### src/hdl/tts_pkg.sv
// ----------------------------------------------------------------------------
// Task tick scheduler package
// Shared constants, codes and the slot record type.
// ----------------------------------------------------------------------------
package tts_pkg;

    localparam int MAX_TASKS = 16;
    localparam int SLOT_W    = $clog2(MAX_TASKS);
    localparam int CNT_W     = $clog2(MAX_TASKS + 1);

    localparam int ID_W      = 16;
    localparam int PRIO_W    = 3;
    localparam int LEN_W     = 16;
    localparam int TIME_W    = 32;
    localparam int SLICE_W   = 8;
    localparam int SW_W      = 32;
    localparam int SCORE_W   = 17;
    localparam int BATCH_WEIGHT = 1000;
    localparam logic [SLICE_W-1:0] SLICE_RESET = SLICE_W'(4);

    localparam logic [2:0] OP_CREATE   = 3'd0;
    localparam logic [2:0] OP_TICK     = 3'd1;
    localparam logic [2:0] OP_BLOCK    = 3'd2;
    localparam logic [2:0] OP_WAKE     = 3'd3;
    localparam logic [2:0] OP_KILL     = 3'd4;
    localparam logic [2:0] OP_STOP     = 3'd5;
    localparam logic [2:0] OP_CONTINUE = 3'd6;
    localparam logic [2:0] OP_SETPRIO  = 3'd7;

    localparam logic [1:0] ST_READY   = 2'd0;
    localparam logic [1:0] ST_RUNNING = 2'd1;
    localparam logic [1:0] ST_BLOCKED = 2'd2;

    localparam logic [1:0] POL_RR    = 2'd0;
    localparam logic [1:0] POL_FIFO  = 2'd1;
    localparam logic [1:0] POL_BATCH = 2'd2;

    localparam logic CFG_POLICY = 1'b0;
    localparam logic CFG_SLICE  = 1'b1;

    typedef struct packed {
        logic [ID_W-1:0]    id;
        logic [1:0]         status;
        logic               stopped;
        logic [PRIO_W-1:0]  prio;
        logic [TIME_W-1:0]  arrival;
        logic [LEN_W-1:0]   total;
        logic [LEN_W-1:0]   used;
        logic [SLICE_W-1:0] slice;
        logic [TIME_W-1:0]  wake;
    } t_slot;

    localparam int SLOT_BITS = $bits(t_slot);

    typedef struct packed {
        logic       clear;
        logic       load;
        logic [1:0] policy;
    } t_pick_ctl;

endpackage

### src/hdl/tts_req_if.sv
// ----------------------------------------------------------------------------
// Scheduler request channel
// Valid/ready channel carrying one scheduler operation.
// ----------------------------------------------------------------------------
interface tts_req_if;
    import tts_pkg::*;
    logic              valid;
    logic              ready;
    logic [2:0]        operation;
    logic [ID_W-1:0]   task_id;
    logic [PRIO_W-1:0] priority_req;
    logic [LEN_W-1:0]  run_length;
    logic [TIME_W-1:0] wake_time;

    modport source (output valid, operation, task_id, priority_req, run_length, wake_time,
                    input ready);
    modport sink (input valid, operation, task_id, priority_req, run_length, wake_time,
                  output ready);
endinterface

### src/hdl/tts_rsp_if.sv
// ----------------------------------------------------------------------------
// Scheduler response channel
// Valid/ready channel carrying one scheduler result.
// ----------------------------------------------------------------------------
interface tts_rsp_if;
    import tts_pkg::*;
    logic            valid;
    logic            ready;
    logic            ok;
    logic [ID_W-1:0] result_id;
    logic [ID_W-1:0] running_id;
    logic [SW_W-1:0] switch_count;

    modport source (output valid, ok, result_id, running_id, switch_count, input ready);
    modport sink (input valid, ok, result_id, running_id, switch_count, output ready);
endinterface

### src/hdl/tts_slot_ram.sv
// ----------------------------------------------------------------------------
// Slot table memory
// Simple dual port RAM with one write port and a registered read port.
// ----------------------------------------------------------------------------
module tts_slot_ram #(
    parameter int WIDTH = 8,
    parameter int DEPTH = 16
) (
    input  logic                     i_clk,
    input  logic                     i_wr_en,
    input  logic [$clog2(DEPTH)-1:0] i_wr_addr,
    input  logic [WIDTH-1:0]         i_wr_data,
    input  logic                     i_rd_en,
    input  logic [$clog2(DEPTH)-1:0] i_rd_addr,
    output logic [WIDTH-1:0]         o_rd_data
);
    logic [WIDTH-1:0] r_mem [DEPTH];
    logic [WIDTH-1:0] r_rd_data;

    always_ff @(posedge i_clk) begin
        if (i_wr_en) begin
            r_mem[i_wr_addr] <= i_wr_data;
        end
        if (i_rd_en) begin
            r_rd_data <= r_mem[i_rd_addr];
        end
    end

    assign o_rd_data = r_rd_data;
endmodule

### src/hdl/tts_picker.sv
// ----------------------------------------------------------------------------
// Task picker
// Keeps the best ready candidate seen during a table scan.
// ----------------------------------------------------------------------------
module tts_picker
    import tts_pkg::*;
(
    input  logic              i_clk,
    input  t_pick_ctl         i_ctl,
    input  logic [SLOT_W-1:0] i_idx,
    input  t_slot             i_rec,
    output logic              o_found,
    output logic [SLOT_W-1:0] o_best
);
    logic                r_found;
    logic [SLOT_W-1:0]   r_best;
    logic [PRIO_W-1:0]   r_prio;
    logic [TIME_W-1:0]   r_arr;
    logic [SCORE_W-1:0]  r_score;
    logic [SCORE_W-1:0]  score;
    logic                better;

    assign score = SCORE_W'(i_rec.prio) * SCORE_W'(BATCH_WEIGHT) + SCORE_W'(i_rec.used);

    always_comb begin
        better = 1'b0;
        case (i_ctl.policy)
            POL_BATCH: better = !r_found || score < r_score;
            POL_FIFO:  better = !r_found || i_rec.arrival < r_arr;
            default:   better = !r_found || i_rec.prio < r_prio ||
                                (i_rec.prio == r_prio && i_rec.arrival < r_arr);
        endcase
    end

    always_ff @(posedge i_clk) begin
        if (i_ctl.clear) begin
            r_found <= 1'b0;
        end else if (i_ctl.load && better) begin
            r_found <= 1'b1;
            r_best  <= i_idx;
            r_prio  <= i_rec.prio;
            r_arr   <= i_rec.arrival;
            r_score <= score;
        end
    end

    assign o_found = r_found;
    assign o_best  = r_best;
endmodule

### src/hdl/task_tick_scheduler_unit.sv
// ----------------------------------------------------------------------------
// Task tick scheduler
// Slot table in RAM, walked by a sequencer that reads, modifies and writes back.
// ----------------------------------------------------------------------------
// A kill, or a tick that retires the running task, shifts the later slots down.
// One request is processed at a time; the scan through the slot RAM's read port sets the pace.
// Synchronous active-low reset empties the table and clears time and counters.
module task_tick_scheduler_unit
    import tts_pkg::*;
(
    input  logic               i_clk,
    input  logic               i_rst_n,
    input  logic               i_cfg_we,
    input  logic               i_cfg_idx,
    input  logic [SLICE_W-1:0] i_cfg_data,
    tts_req_if.sink            i_req,
    tts_rsp_if.source          o_rsp
);
    localparam logic [3:0] S_IDLE   = 4'd0;
    localparam logic [3:0] S_FIND   = 4'd1;
    localparam logic [3:0] S_WRBACK = 4'd2;
    localparam logic [3:0] S_BLK_RD = 4'd3;
    localparam logic [3:0] S_BLK_WR = 4'd4;
    localparam logic [3:0] S_SCAN   = 4'd5;
    localparam logic [3:0] S_PICK   = 4'd6;
    localparam logic [3:0] S_CHG_RD = 4'd7;
    localparam logic [3:0] S_CHG_WR = 4'd8;
    localparam logic [3:0] S_SHIFT  = 4'd9;
    localparam logic [3:0] S_DONE   = 4'd10;

    logic [3:0]         r_state;
    logic [1:0]         r_policy;
    logic [SLICE_W-1:0] r_slice;
    logic [CNT_W-1:0]   r_count;
    logic [CNT_W-1:0]   r_ptr;
    logic               r_dv;
    logic [SLOT_W-1:0]  r_didx;
    logic               r_run_vld;
    logic [SLOT_W-1:0]  r_run;
    logic [ID_W-1:0]    r_run_id;
    logic [TIME_W-1:0]  r_time;
    logic [ID_W-1:0]    r_next_id;
    logic [SW_W-1:0]    r_switches;
    logic [2:0]         r_op;
    logic [ID_W-1:0]    r_id;
    logic [PRIO_W-1:0]  r_prio;
    logic [TIME_W-1:0]  r_wake;
    logic [SLOT_W-1:0]  r_k;
    t_slot              r_rec;
    logic               r_ok;
    logic [ID_W-1:0]    r_rid;
    logic               r_rsp_vld;
    logic               r_rsp_ok;
    logic [ID_W-1:0]    r_rsp_rid;
    logic [ID_W-1:0]    r_rsp_run;
    logic [SW_W-1:0]    r_rsp_sw;

    logic               accept;
    logic               rd_en;
    logic [SLOT_W-1:0]  rd_addr;
    logic               wr_en;
    logic [SLOT_W-1:0]  wr_addr;
    t_slot              wr_data;
    logic [SLOT_BITS-1:0] rd_bits;
    t_slot              rec;
    t_slot              new_rec;
    t_slot              scan_rec;
    logic               due;
    logic               scan_end;
    logic               hit;
    logic               rr;
    logic [LEN_W-1:0]   chg_used;
    logic               chg_retire;
    logic               chg_exp;
    logic               full;
    t_pick_ctl          pick_ctl;
    logic               pick_found;
    logic [SLOT_W-1:0]  pick_best;

    assign accept   = i_req.valid && i_req.ready;
    assign i_req.ready = (r_state == S_IDLE);
    assign rec      = t_slot'(rd_bits);
    assign full     = (r_count == CNT_W'(MAX_TASKS));
    assign rr       = (r_policy != POL_FIFO) && (r_policy != POL_BATCH);
    assign due      = rec.status == ST_BLOCKED && rec.wake != '0 && r_time >= rec.wake;
    assign scan_end = !rd_en && !r_dv;
    assign hit      = r_dv && rec.id == r_id;
    assign chg_used = rec.used + LEN_W'(1);
    assign chg_retire = chg_used >= rec.total;
    assign chg_exp  = rec.slice <= SLICE_W'(1);

    always_comb begin
        new_rec         = '0;
        new_rec.id      = r_next_id;
        new_rec.status  = ST_READY;
        new_rec.prio    = i_req.priority_req;
        new_rec.arrival = r_time;
        new_rec.total   = (i_req.run_length == '0) ? LEN_W'(1) : i_req.run_length;
        new_rec.slice   = r_slice;
        scan_rec        = rec;
        if (due) begin
            scan_rec.status = ST_READY;
            scan_rec.wake   = '0;
            scan_rec.slice  = r_slice;
        end
    end

    always_comb begin
        rd_en   = 1'b0;
        rd_addr = '0;
        wr_en   = 1'b0;
        wr_addr = '0;
        wr_data = rec;
        pick_ctl.clear  = (r_state == S_IDLE);
        pick_ctl.load   = 1'b0;
        pick_ctl.policy = r_policy;
        case (r_state)
            S_IDLE: begin
                wr_en   = accept && i_req.operation == OP_CREATE && !full;
                wr_addr = r_count[SLOT_W-1:0];
                wr_data = new_rec;
            end
            S_FIND, S_SCAN, S_SHIFT: begin
                rd_en   = r_ptr < r_count;
                rd_addr = r_ptr[SLOT_W-1:0];
                if (r_state == S_SCAN) begin
                    wr_en   = r_dv && due;
                    wr_addr = r_didx;
                    wr_data = scan_rec;
                    pick_ctl.load = r_dv && scan_rec.status == ST_READY && !scan_rec.stopped;
                end else if (r_state == S_SHIFT) begin
                    wr_en   = r_dv;
                    wr_addr = r_didx - SLOT_W'(1);
                    wr_data = rec;
                end
            end
            S_WRBACK: begin
                wr_addr = r_k;
                wr_data = r_rec;
                case (r_op)
                    OP_WAKE: begin
                        wr_en = r_rec.status == ST_BLOCKED;
                        wr_data.status = ST_READY;
                        wr_data.wake   = '0;
                        wr_data.slice  = r_slice;
                    end
                    OP_STOP: begin
                        wr_en = 1'b1;
                        wr_data.stopped = 1'b1;
                        if (r_run_vld && r_run == r_k) begin
                            wr_data.status = ST_READY;
                        end
                    end
                    OP_CONTINUE: begin
                        wr_en = 1'b1;
                        wr_data.stopped = 1'b0;
                    end
                    OP_SETPRIO: begin
                        wr_en = 1'b1;
                        wr_data.prio = r_prio;
                    end
                    default: wr_en = 1'b0;
                endcase
            end
            S_BLK_RD, S_CHG_RD: begin
                rd_en   = 1'b1;
                rd_addr = r_run;
            end
            S_BLK_WR: begin
                wr_en   = 1'b1;
                wr_addr = r_run;
                wr_data.status = ST_BLOCKED;
                wr_data.wake   = r_wake;
            end
            S_CHG_WR: begin
                wr_en   = !chg_retire;
                wr_addr = r_run;
                wr_data.status = (rr && chg_exp) ? ST_READY : ST_RUNNING;
                wr_data.used   = chg_used;
                wr_data.slice  = (rr && chg_exp) ? r_slice :
                                 (rec.slice != '0) ? rec.slice - SLICE_W'(1) : rec.slice;
            end
            default: wr_en = 1'b0;
        endcase
    end

    tts_slot_ram #(
        .WIDTH(SLOT_BITS),
        .DEPTH(MAX_TASKS)
    ) u_ram (
        .i_clk     (i_clk),
        .i_wr_en   (wr_en),
        .i_wr_addr (wr_addr),
        .i_wr_data (wr_data),
        .i_rd_en   (rd_en),
        .i_rd_addr (rd_addr),
        .o_rd_data (rd_bits)
    );

    tts_picker u_pick (
        .i_clk   (i_clk),
        .i_ctl   (pick_ctl),
        .i_idx   (r_didx),
        .i_rec   (scan_rec),
        .o_found (pick_found),
        .o_best  (pick_best)
    );

    always_ff @(posedge i_clk) begin
        if (!i_rst_n) begin
            r_state    <= S_IDLE;
            r_policy   <= POL_RR;
            r_slice    <= SLICE_RESET;
            r_count    <= '0;
            r_dv       <= 1'b0;
            r_run_vld  <= 1'b0;
            r_time     <= '0;
            r_next_id  <= ID_W'(1);
            r_switches <= '0;
            r_rsp_vld  <= 1'b0;
        end else begin
            r_dv   <= rd_en;
            r_didx <= rd_addr;
            if (rd_en && (r_state == S_FIND || r_state == S_SCAN || r_state == S_SHIFT)) begin
                r_ptr <= r_ptr + CNT_W'(1);
            end
            if (r_rsp_vld && o_rsp.ready && r_state != S_DONE) begin
                r_rsp_vld <= 1'b0;
            end
            if (i_cfg_we) begin
                if (i_cfg_idx == CFG_POLICY) begin
                    r_policy <= i_cfg_data[1:0];
                end else begin
                    r_slice <= i_cfg_data;
                end
            end
            case (r_state)
                S_IDLE: begin
                    r_ptr <= '0;
                    if (accept) begin
                        r_op   <= i_req.operation;
                        r_id   <= i_req.task_id;
                        r_prio <= i_req.priority_req;
                        r_wake <= i_req.wake_time;
                        r_ok   <= (i_req.operation == OP_TICK) ||
                                  (i_req.operation == OP_CREATE && !full);
                        r_rid  <= (i_req.operation == OP_CREATE && !full) ? r_next_id : '0;
                        case (i_req.operation)
                            OP_CREATE: begin
                                if (!full) begin
                                    r_count <= r_count + CNT_W'(1);
                                    r_next_id <= (r_next_id == '1) ? ID_W'(1)
                                                                   : r_next_id + ID_W'(1);
                                end
                                r_state <= S_DONE;
                            end
                            OP_TICK: begin
                                r_time  <= r_time + TIME_W'(1);
                                r_state <= S_SCAN;
                            end
                            OP_BLOCK: begin
                                r_state <= r_run_vld ? S_BLK_RD : S_DONE;
                            end
                            default: begin
                                r_state <= (i_req.task_id == '0) ? S_DONE : S_FIND;
                            end
                        endcase
                    end
                end
                S_FIND: begin
                    if (hit) begin
                        r_k     <= r_didx;
                        r_rec   <= rec;
                        r_state <= S_WRBACK;
                    end else if (scan_end) begin
                        r_state <= S_DONE;
                    end
                end
                S_WRBACK: begin
                    r_ok    <= (r_op != OP_WAKE) || r_rec.status == ST_BLOCKED;
                    r_state <= (r_op == OP_KILL) ? S_SHIFT : S_DONE;
                    if (r_op == OP_KILL) begin
                        r_ptr   <= CNT_W'(r_k) + CNT_W'(1);
                        if (r_run_vld && r_run == r_k) begin
                            r_run_vld <= 1'b0;
                        end else if (r_run_vld && r_run > r_k) begin
                            r_run <= r_run - SLOT_W'(1);
                        end
                    end else if (r_op == OP_STOP && r_run_vld && r_run == r_k) begin
                        r_run_vld <= 1'b0;
                    end
                end
                S_BLK_RD: begin
                    r_state <= S_BLK_WR;
                end
                S_BLK_WR: begin
                    r_ok      <= 1'b1;
                    r_run_vld <= 1'b0;
                    r_state   <= S_DONE;
                end
                S_SCAN: begin
                    if (scan_end) begin
                        r_state <= S_PICK;
                    end
                end
                S_PICK: begin
                    if (r_run_vld) begin
                        r_state <= S_CHG_RD;
                    end else begin
                        r_switches <= r_switches + SW_W'(1);
                        if (pick_found) begin
                            r_run_vld <= 1'b1;
                            r_run     <= pick_best;
                            r_state   <= S_CHG_RD;
                        end else begin
                            r_state <= S_DONE;
                        end
                    end
                end
                S_CHG_RD: begin
                    r_state <= S_CHG_WR;
                end
                S_CHG_WR: begin
                    r_run_id <= rec.id;
                    r_state  <= chg_retire ? S_SHIFT : S_DONE;
                    if (chg_retire) begin
                        r_run_vld <= 1'b0;
                        r_ptr     <= CNT_W'(r_run) + CNT_W'(1);
                    end else if (rr && chg_exp) begin
                        r_run_vld <= 1'b0;
                    end
                end
                S_SHIFT: begin
                    if (scan_end) begin
                        r_count <= r_count - CNT_W'(1);
                        r_state <= S_DONE;
                    end
                end
                S_DONE: begin
                    if (!r_rsp_vld || o_rsp.ready) begin
                        r_rsp_vld <= 1'b1;
                        r_rsp_ok  <= r_ok;
                        r_rsp_rid <= r_rid;
                        r_rsp_run <= r_run_vld ? r_run_id : '0;
                        r_rsp_sw  <= r_switches;
                        r_state   <= S_IDLE;
                    end
                end
                default: r_state <= S_IDLE;
            endcase
        end
    end

    assign o_rsp.valid        = r_rsp_vld;
    assign o_rsp.ok           = r_rsp_ok;
    assign o_rsp.result_id    = r_rsp_rid;
    assign o_rsp.running_id   = r_rsp_run;
    assign o_rsp.switch_count = r_rsp_sw;
endmodule
### src/flat_wrapper.sv
// flat-port wrapper written by rule: the top's interface ports become plain ports
module task_tick_scheduler_unit_flat import tts_pkg::*;
  (i_clk, i_rst_n, i_cfg_we, i_cfg_idx, i_cfg_data, i_req_valid, i_req_operation, i_req_task_id, i_req_priority_req, i_req_run_length, i_req_wake_time, i_req_ready, o_rsp_valid, o_rsp_ok, o_rsp_result_id, o_rsp_running_id, o_rsp_switch_count, o_rsp_ready);
  tts_req_if i_req_i ();
  tts_rsp_if o_rsp_i ();
  input  logic i_clk;
  input  logic i_rst_n;
  input  logic i_cfg_we;
  input  logic i_cfg_idx;
  input  logic [SLICE_W-1:0] i_cfg_data;
  input wire logic [$bits(i_req_i.valid)-1:0] i_req_valid;
  input wire logic [$bits(i_req_i.operation)-1:0] i_req_operation;
  input wire logic [$bits(i_req_i.task_id)-1:0] i_req_task_id;
  input wire logic [$bits(i_req_i.priority_req)-1:0] i_req_priority_req;
  input wire logic [$bits(i_req_i.run_length)-1:0] i_req_run_length;
  input wire logic [$bits(i_req_i.wake_time)-1:0] i_req_wake_time;
  output wire logic [$bits(i_req_i.ready)-1:0] i_req_ready;
  output wire logic [$bits(o_rsp_i.valid)-1:0] o_rsp_valid;
  output wire logic [$bits(o_rsp_i.ok)-1:0] o_rsp_ok;
  output wire logic [$bits(o_rsp_i.result_id)-1:0] o_rsp_result_id;
  output wire logic [$bits(o_rsp_i.running_id)-1:0] o_rsp_running_id;
  output wire logic [$bits(o_rsp_i.switch_count)-1:0] o_rsp_switch_count;
  input wire logic [$bits(o_rsp_i.ready)-1:0] o_rsp_ready;
  assign i_req_i.valid = i_req_valid;
  assign i_req_i.operation = i_req_operation;
  assign i_req_i.task_id = i_req_task_id;
  assign i_req_i.priority_req = i_req_priority_req;
  assign i_req_i.run_length = i_req_run_length;
  assign i_req_i.wake_time = i_req_wake_time;
  assign i_req_ready = i_req_i.ready;
  assign o_rsp_valid = o_rsp_i.valid;
  assign o_rsp_ok = o_rsp_i.ok;
  assign o_rsp_result_id = o_rsp_i.result_id;
  assign o_rsp_running_id = o_rsp_i.running_id;
  assign o_rsp_switch_count = o_rsp_i.switch_count;
  assign o_rsp_i.ready = o_rsp_ready;
  task_tick_scheduler_unit u_core (.i_clk(i_clk), .i_rst_n(i_rst_n), .i_cfg_we(i_cfg_we), .i_cfg_idx(i_cfg_idx), .i_cfg_data(i_cfg_data), .i_req(i_req_i), .o_rsp(o_rsp_i));
endmodule
### config.mk
export PLATFORM = sky130hd
export DESIGN_NAME = task_tick_scheduler_unit_flat
export DESIGN_NICKNAME = d
export VERILOG_FILES = /design/src/hdl/tts_pkg.sv /design/src/hdl/tts_req_if.sv /design/src/hdl/tts_rsp_if.sv /design/src/hdl/tts_slot_ram.sv /design/src/hdl/tts_picker.sv /design/src/hdl/task_tick_scheduler_unit.sv /design/src/flat_wrapper.sv
export SDC_FILE = /design/constraint.sdc
export NUM_CORES = 2
export LEC_CHECK = 0
export BUFFER_PORTS_ARGS = -buffer_cell sky130_fd_sc_hd__buf_2
export CORE_UTILIZATION = 45
export DETAILED_ROUTE_END_ITERATION = 16
export GPL_TIMING_DRIVEN = 0
export PLACE_DENSITY = 0.69
export SYNTH_ARGS = -nofsm -noshare
export SYNTH_HDL_FRONTEND = slang
export SYNTH_SLANG_ARGS = --single-unit
### constraint.sdc
create_clock -name i_clk -period 18.65 [get_ports i_clk]
set_input_delay 0.9325 -clock i_clk [delete_from_list [all_inputs] [get_ports i_clk]]
set_output_delay 0.9325 -clock i_clk [all_outputs]
set_load 0.02 [all_outputs]
# Yosys cells after proc, flatten, opt, wreduce, memory -nomap -nowiden
# Memory sizes are Yosys's and may differ from the RTL's. A register that Yosys moved wholly into a read port is not among the register bits.
# Cells that the tools add are included.
# op_classes
n_addsub,13
mul,1
div,0
n_lt_le_gt_ge,8
n_eq_ne,44
n_shift,0
n_mux,73
bitwise_logic,4
n_reduce_logical,68
# ops
op,n
$pmux W52 S3,1
$pmux W32 S4,1
$mux W110,1
$pmux W24 S4,1
$mux W40,2
$add A32 B1 Y32 const B,2
$mux W4,16
$pmux W16 S3,1
$pmux W4 S11,1
$mux W5,7
$add A16 B1 Y16 const B,2
$ge A32 B32 Y1,1
$logic_not A16 Y1,2
$lt A32 B32 Y1,1
$mux W16,2
$reduce_bool A32 Y1,1
$logic_and A1 B1 Y1,22
$mux W1,18
$reduce_and A3 Y1,6
$add A13 B16 Y17,1
$lt A17 B17 Y1,1
$eq A16 B16 Y1,1
$eq A16 B16 Y1 const B,1
$eq A4 B3 Y1 const B,4
other kinds (58),115
# word_totals
register_bits,454
latch_bits,0
ram_bits,2016
rom_bits,0
in_bits,84
output_inout_bits,67
wordCells,251
mem_count,1
# mem_list
name,words,width,rd,rd_clocked_by_memory_dff,wr,line_no,rtl
u_core.u_ram.r_mem,16,126,1,1,1,tts_slot_ram.sv:17,logic [WIDTH-1:0] r_mem [DEPTH];

# Logic depth before layout (Yosys ltp)
# logic_depth
depth_word,11
ltp_mapped,23
depth_no_buf,23

# Hierarchy
# A second synthesis with hierarchy kept.
# unflattened
hier_cells,5601
hier_area_um2,103684.4
# by_module_without_submodules
mod,n_inst,cells_per_inst,area_each_um2,seq_area_each_um2
tts_slot_ram,1,3304,79465.0,64321.7
task_tick_scheduler_unit,1,1956,20448.4,10900.5
tts_picker,1,341,3771.1,1701.6

# Least setup slack after synthesis
# No wires, ideal clock.
# synth_timing
path_kind,register -> register
from,reg u_core.u_ram.r_rd_data[40] (netlist: u_core.u_ram.o_rd_data[40]) (read register of u_core.u_ram.r_mem)
to,mem u_core.u_ram.r_mem[14][0] (netlist name) (enable)
setup_time_ps,920
arrival_ps,15170
required_ps,17730
setup_slack_ps,2560
path_stages_with_launch,15
n_path_buf,0
synth_period_minus_slack_ps,16090
cell_sequence,edfxtp_1 -> ha_1 -> nand3_1 -> nor3_1 -> and3_1 -> and3_1 -> nand3_1 -> xnor2_1 -> ha_1 -> a21oi_1 -> nor2b_1 -> or4_4 -> nor2_4 -> a311oi_4 -> nor4_1
# synth_via
elab_chain_len,6
# synth_lines
element,line_no,rtl
"start, declared",tts_slot_ram.sv:18,logic [WIDTH-1:0] r_rd_data;
$add A16 B1 Y16,task_tick_scheduler_unit.sv:88,assign chg_used = rec.used + LEN_W'(1);
$ge A16 B16 Y1,task_tick_scheduler_unit.sv:89,assign chg_retire = chg_used >= rec.total;
$logic_not A1 Y1,task_tick_scheduler_unit.sv:176,wr_en = !chg_retire;
$pmux W1 S5,task_tick_scheduler_unit.sv:117,case (r_state)
$mux W1,tts_slot_ram.sv:21,if (i_wr_en) begin
$mux W1 (implied by the code),tts_slot_ram.sv:22,r_mem[i_wr_addr] <= i_wr_data;
"end, declared",tts_slot_ram.sv:17,
# Every way passes these cells.

# Worst setup path after layout
# layout_timing
from,reg u_core.u_ram.r_rd_data[105] (netlist: u_core.u_ram.o_rd_data[105]) (read register of u_core.u_ram.r_mem)
to,reg u_core.u_pick.r_arr[8] (enable)
# layout_via
elab_chain_len,7
word_cells_on_any_way,12
classes_between,add/sub (1); mul (1); order compare (2); eq/ne (1); mux (1); reduce/logical (6)
# layout_lines
element,line_no,rtl
$mul A3 B7 Y10,tts_picker.sv:23,assign score = SCORE_W'(i_rec.prio) * SCORE_W'(BATCH_WEIGHT) + SCORE_W'(i_rec.used);
$add A13 B16 Y17,tts_picker.sv:23,
net u_core.u_pick.score[15],tts_picker.sv:20,logic [SCORE_W-1:0] score;
$lt A17 B17 Y1,tts_picker.sv:28,POL_BATCH: better = !r_found || score < r_score;
$logic_or A1 B1 Y1,tts_picker.sv:28,
$pmux W1 S2,tts_picker.sv:27,case (i_ctl.policy)
$logic_and A1 B1 Y1,tts_picker.sv:38,end else if (i_ctl.load && better) begin
$reduce_and A2 Y1 (no source line),n/a,
"end signal, assigned",tts_picker.sv:42,r_arr <= i_rec.arrival;
"end, declared",tts_picker.sv:18,logic [TIME_W-1:0] r_arr;
# The timed path passes the listed nets, and every way through them passes these cells.
# A chain may end at the register's enable or synchronous reset.

==> flow_summary.toml <==
[sta]
slew-limit-headroom_pct = -4.52
rsz0062_at_grt = "no"
tightest_slew_ns = 1.57
setup_violations = 0
period_needed_ns = 6.93
period_share_pct = 37.2
setup_slack_ns = 11.72
drv_slew = 11
achievable-frequency_mhz = 144
hold_slack_ns = 0.183
hold_viol = 0
fin_skew_ns = 0.0632

[logic_synthesis]
synth_fp_nets = 8044
synth_area_um2 = 106000
ys_ff_latch = 2596
synthFlopType = "edfxtp_1"
seq_area_frac_synth_pct = 72.6
async_flop_share_pct = 0
synth-edff-count = 2493
avgSynthCellArea_um2 = 13.6
ys_warn_count = 0
synth_cell_type_count = 86
synthCells = 7813

[final_layout]
regArea_um2 = 76900
fillers = 18882
drive_gt1_share_pct = 11.2
syn_to_final_growth_pct = 16.6
final_area_um2 = 124000
multi_input_area_um2 = 27200
nNetsFinal = 8756

[floorplanning]
dieArea_um2 = 238000
die_h_um = 487
start_util_pct = 45.4
io_pins = 151
die_w_um = 487
core.rowCount = 177
core_um2 = 233000

[route]
drt_wl_total_um = 303000
detail_route.wl_per_cell_um = 25.5
post-route-drc-count = 0
routed_via_density = 5.81
vias = 68949
drtAntennaViolNets = 0
drt_first_pass_iters = 6
first_iter_violations = 8821

[placed_design]
gp_congestion = 0.936
place_area_um2 = 115000
dp_slack_ns = 11.77
numPortBuffers = 148
hpwl_um = 211000

[grt]
gr-total-overflow = 0
grt_pass1_wl_um = 441000
grt_usage_pct = 25.2
grt_max_degree = 58
antenna_found_initial = 22
grt_pass1_vias = 66812

[min_path]
holdPathEnd = "u_core.r_wake[0]"
min_from = "i_req_wake_time[0]"
hold_class = "in -> reg"
holdPathStages = 1

[clock_network]
cts.sinks = 2596
cts_buffers = 285
cts_buffer_depth = 4
clk_pin_slew_worst_paths_ns = 0.06
cts_tree = "yes"
clockRootBuffer = "clkbuf_16"
cts-hold-fix-buffers = 0
cts_resized = 0
post_cts_buffers = 0
clock_latency_ns = 0.93
htreeDepth = 5

[worst_setup_path]
timing.rr.end = "u_core.u_pick.r_arr[8]"
crit_type = "reg -> reg"
arrival_ns = 7.56
worstRegToRegCells = 21
reg2reg_from = "u_core.u_ram.o_rd_data[105]"
path_max_fanout = 12
start_kind = "flip-flop"
cp-end-kind = "flip-flop"
crit_required_ns = 19.28
r2r_slack_ns = 11.72

[outcome]
status = "finished, violations left"
violations = "max-capacitance violations, max-slew violations"

[pwr]
peakVddDrop_mv = 0.0995
p_switching_mw = 6.96
total_power_mw = 19.8
cellPowerDensity_nw_per_um2 = 160
power_frac_clock_pct = 27.1
cellInternalPower_mw = 12.8
pwr-share-comb_pct = 31.7
p_sw_share_pct = 35.2
power.leakage_nw = 43.5
seqPwrFrac_pct = 41.2

[run]
cap_violations = 1
## through the flow
stage	TNS (ns)	util, %	std cells
after floorplan	0	-	7813
after global placement	-3397.72	47.4	11093
after detailed placement	0	49.2	11364
after CTS	0	52.9	11848
after global routing	0	52.9	11855
final	0	52.9	11864
## logic make-up (layout without fill, tap and decap cells)
family          count (synthesis)  in the layout  synth area share [%]
compound gates                697            697                  4.87
xor+xnor                      130            130                  1.07
fa+ha+maj                     147            147                  1.78
buf+inv                       587           1496                  2.20
flops                        2596           2596                  72.6
mux                           454            454                  4.29
other cells                     0             10                     0
simple gates                 3202           3202                  13.2
## state kept, by name, indices dropped and copies added (netlist names), 32 cells and up
register                   count
u_core.o_rsp.switch_count     32
u_core.r_rec                 126
u_core.r_switches             32
u_core.r_time                 32
u_core.r_wake                 32
u_core.u_pick.r_arr           32
u_core.u_ram.o_rd_data       126
u_core.u_ram.r_mem          2016
## synth_stat cells (all sizes together), types with 10 or more instances
master / n / share of area (%)
edfxtp: 2493 / 71
nand2: 1964 / 7.0
nand3: 823 / 3.9
mux2i: 454 / 4.3
clkbuf: 328 / 1.2
inv: 151 / 0.53
ha: 141 / 1.7
o21ai: 136 / 0.64
o221ai: 127 / 1.0
a32oi: 126 / 1.0
buf: 108 / 0.50
dfxtp: 103 / 1.9
and2: 101 / 0.60
xnor2: 94 / 0.78
nor2: 92 / 0.33
a21oi: 83 / 0.40
nand4: 39 / 0.24
nor3: 39 / 0.21
xor2: 36 / 0.30
o41ai: 32 / 0.26
a22oi: 31 / 0.22
a21o: 30 / 0.21
and3: 28 / 0.17
nor4: 28 / 0.20
nor2b: 26 / 0.15
a21boi: 16 / 0.11
or3: 14 / 0.083
a211oi: 13 / 0.10
nand2b: 13 / 0.077
and4: 11 / 0.091
nor3b: 10 / 0.085
o211ai: 10 / 0.071
## worst max-delay path: stages, from the launching register on
cell      delay, ns
edfxtp_1       0.68
fa_1           0.71
inv_1          0.10
fa_1           0.42
fa_1           0.54
inv_1          0.04
ha_1           0.32
nand2_1        0.09
o21ai_0        0.11
o41ai_1        0.59
o21ai_0        0.24
xor2_1         0.24
ha_1           0.29
a21o_1         0.17
a211oi_1       0.22
o21ai_0        0.12
a21oi_1        0.29
a311oi_1       0.11
nor3_2         0.65
buf_8          0.26
buf_6          0.19
buf_6          0.19
## cell type report
| cell class | instances | share of cell area, % |
|---|---|---|
| clock buffer | 357 | 6.12 |
| timing repair buffer | 425 | 3.62 |
| multi-input combinational | 4630 | 22.0 |
| buffer | 436 | 1.44 |
| inverter | 151 | 0.459 |
| antenna | 10 | 0.0203 |
| clock inverter | 127 | 0.924 |
| sequential | 2596 | 62.3 |
| tap | 3132 | 3.17 |
## layer usage
layer,vias to the layer above,routed length [um],global-route usage (%)
met2,3875,137000,38.7
met4,6,15800,12.8
met3,673,31900,5.39
li1,30335,-,-
met1,34060,118000,33.8
met5,-,31,0
## layout by cell type, fill, tap and decap left out, types with 29 or more instances in the layout
cell	instances
clkbuf_16	291
ha_1	141
nand2_1	1964
a21o_1	29
o21ai_0	65
buf_8	41
a32oi_1	126
nand4_1	38
dfxtp_1	103
edfxtp_1	2493
clkbuf_1	375
o41ai_2	31
buf_2	226
buf_4	117
mux2i_1	454
nor3_1	30
inv_1	149
nand3_1	821
clkinv_2	37
buf_6	61
xnor2_1	94
and2_1	101
o221ai_1	127
xor2_1	36
buf_16	49
a21oi_1	82
a22oi_1	31
nor2_1	86
clkinv_1	54
o21ai_1	71
## power groups by stage
stage | combinational [mW] | clock [mW] | sequential (mW)
2_1_floorplan | 3.47 | 0 | 8.26
3_5_place_dp | 6.10 | 0 | 8.28
4_1_cts | 6.15 | 5.39 | 8.16
3_3_place_gp | 5.58 | 0 | 8.46
5_1_grt | 6.68 | 5.61 | 8.19
6_report | 6.28 | 5.35 | 8.16
## worst max-delay path by stage
stage / slack [ns] / endpoint / cells after the start / start
after detailed placement: 11.77 / u_core.u_pick.r_arr[0] / 21 / u_core.u_ram.o_rd_data[104]
final: 11.72 / u_core.u_pick.r_arr[8] / 21 / u_core.u_ram.o_rd_data[105]
after global routing: 11.27 / u_core.u_pick.r_arr[4] / 21 / u_core.u_ram.o_rd_data[104]
after CTS: 11.73 / u_core.u_pick.r_arr[8] / 21 / u_core.u_ram.o_rd_data[104]
after floorplan: 2.56 / u_core.u_ram.r_mem[14][0] / 14 / u_core.u_ram.o_rd_data[40]
after global placement: -11.89 / u_core.u_ram.r_mem[8][18] / 14 / u_core.u_ram.o_rd_data[40]
(Power assumes the default switching activity.)
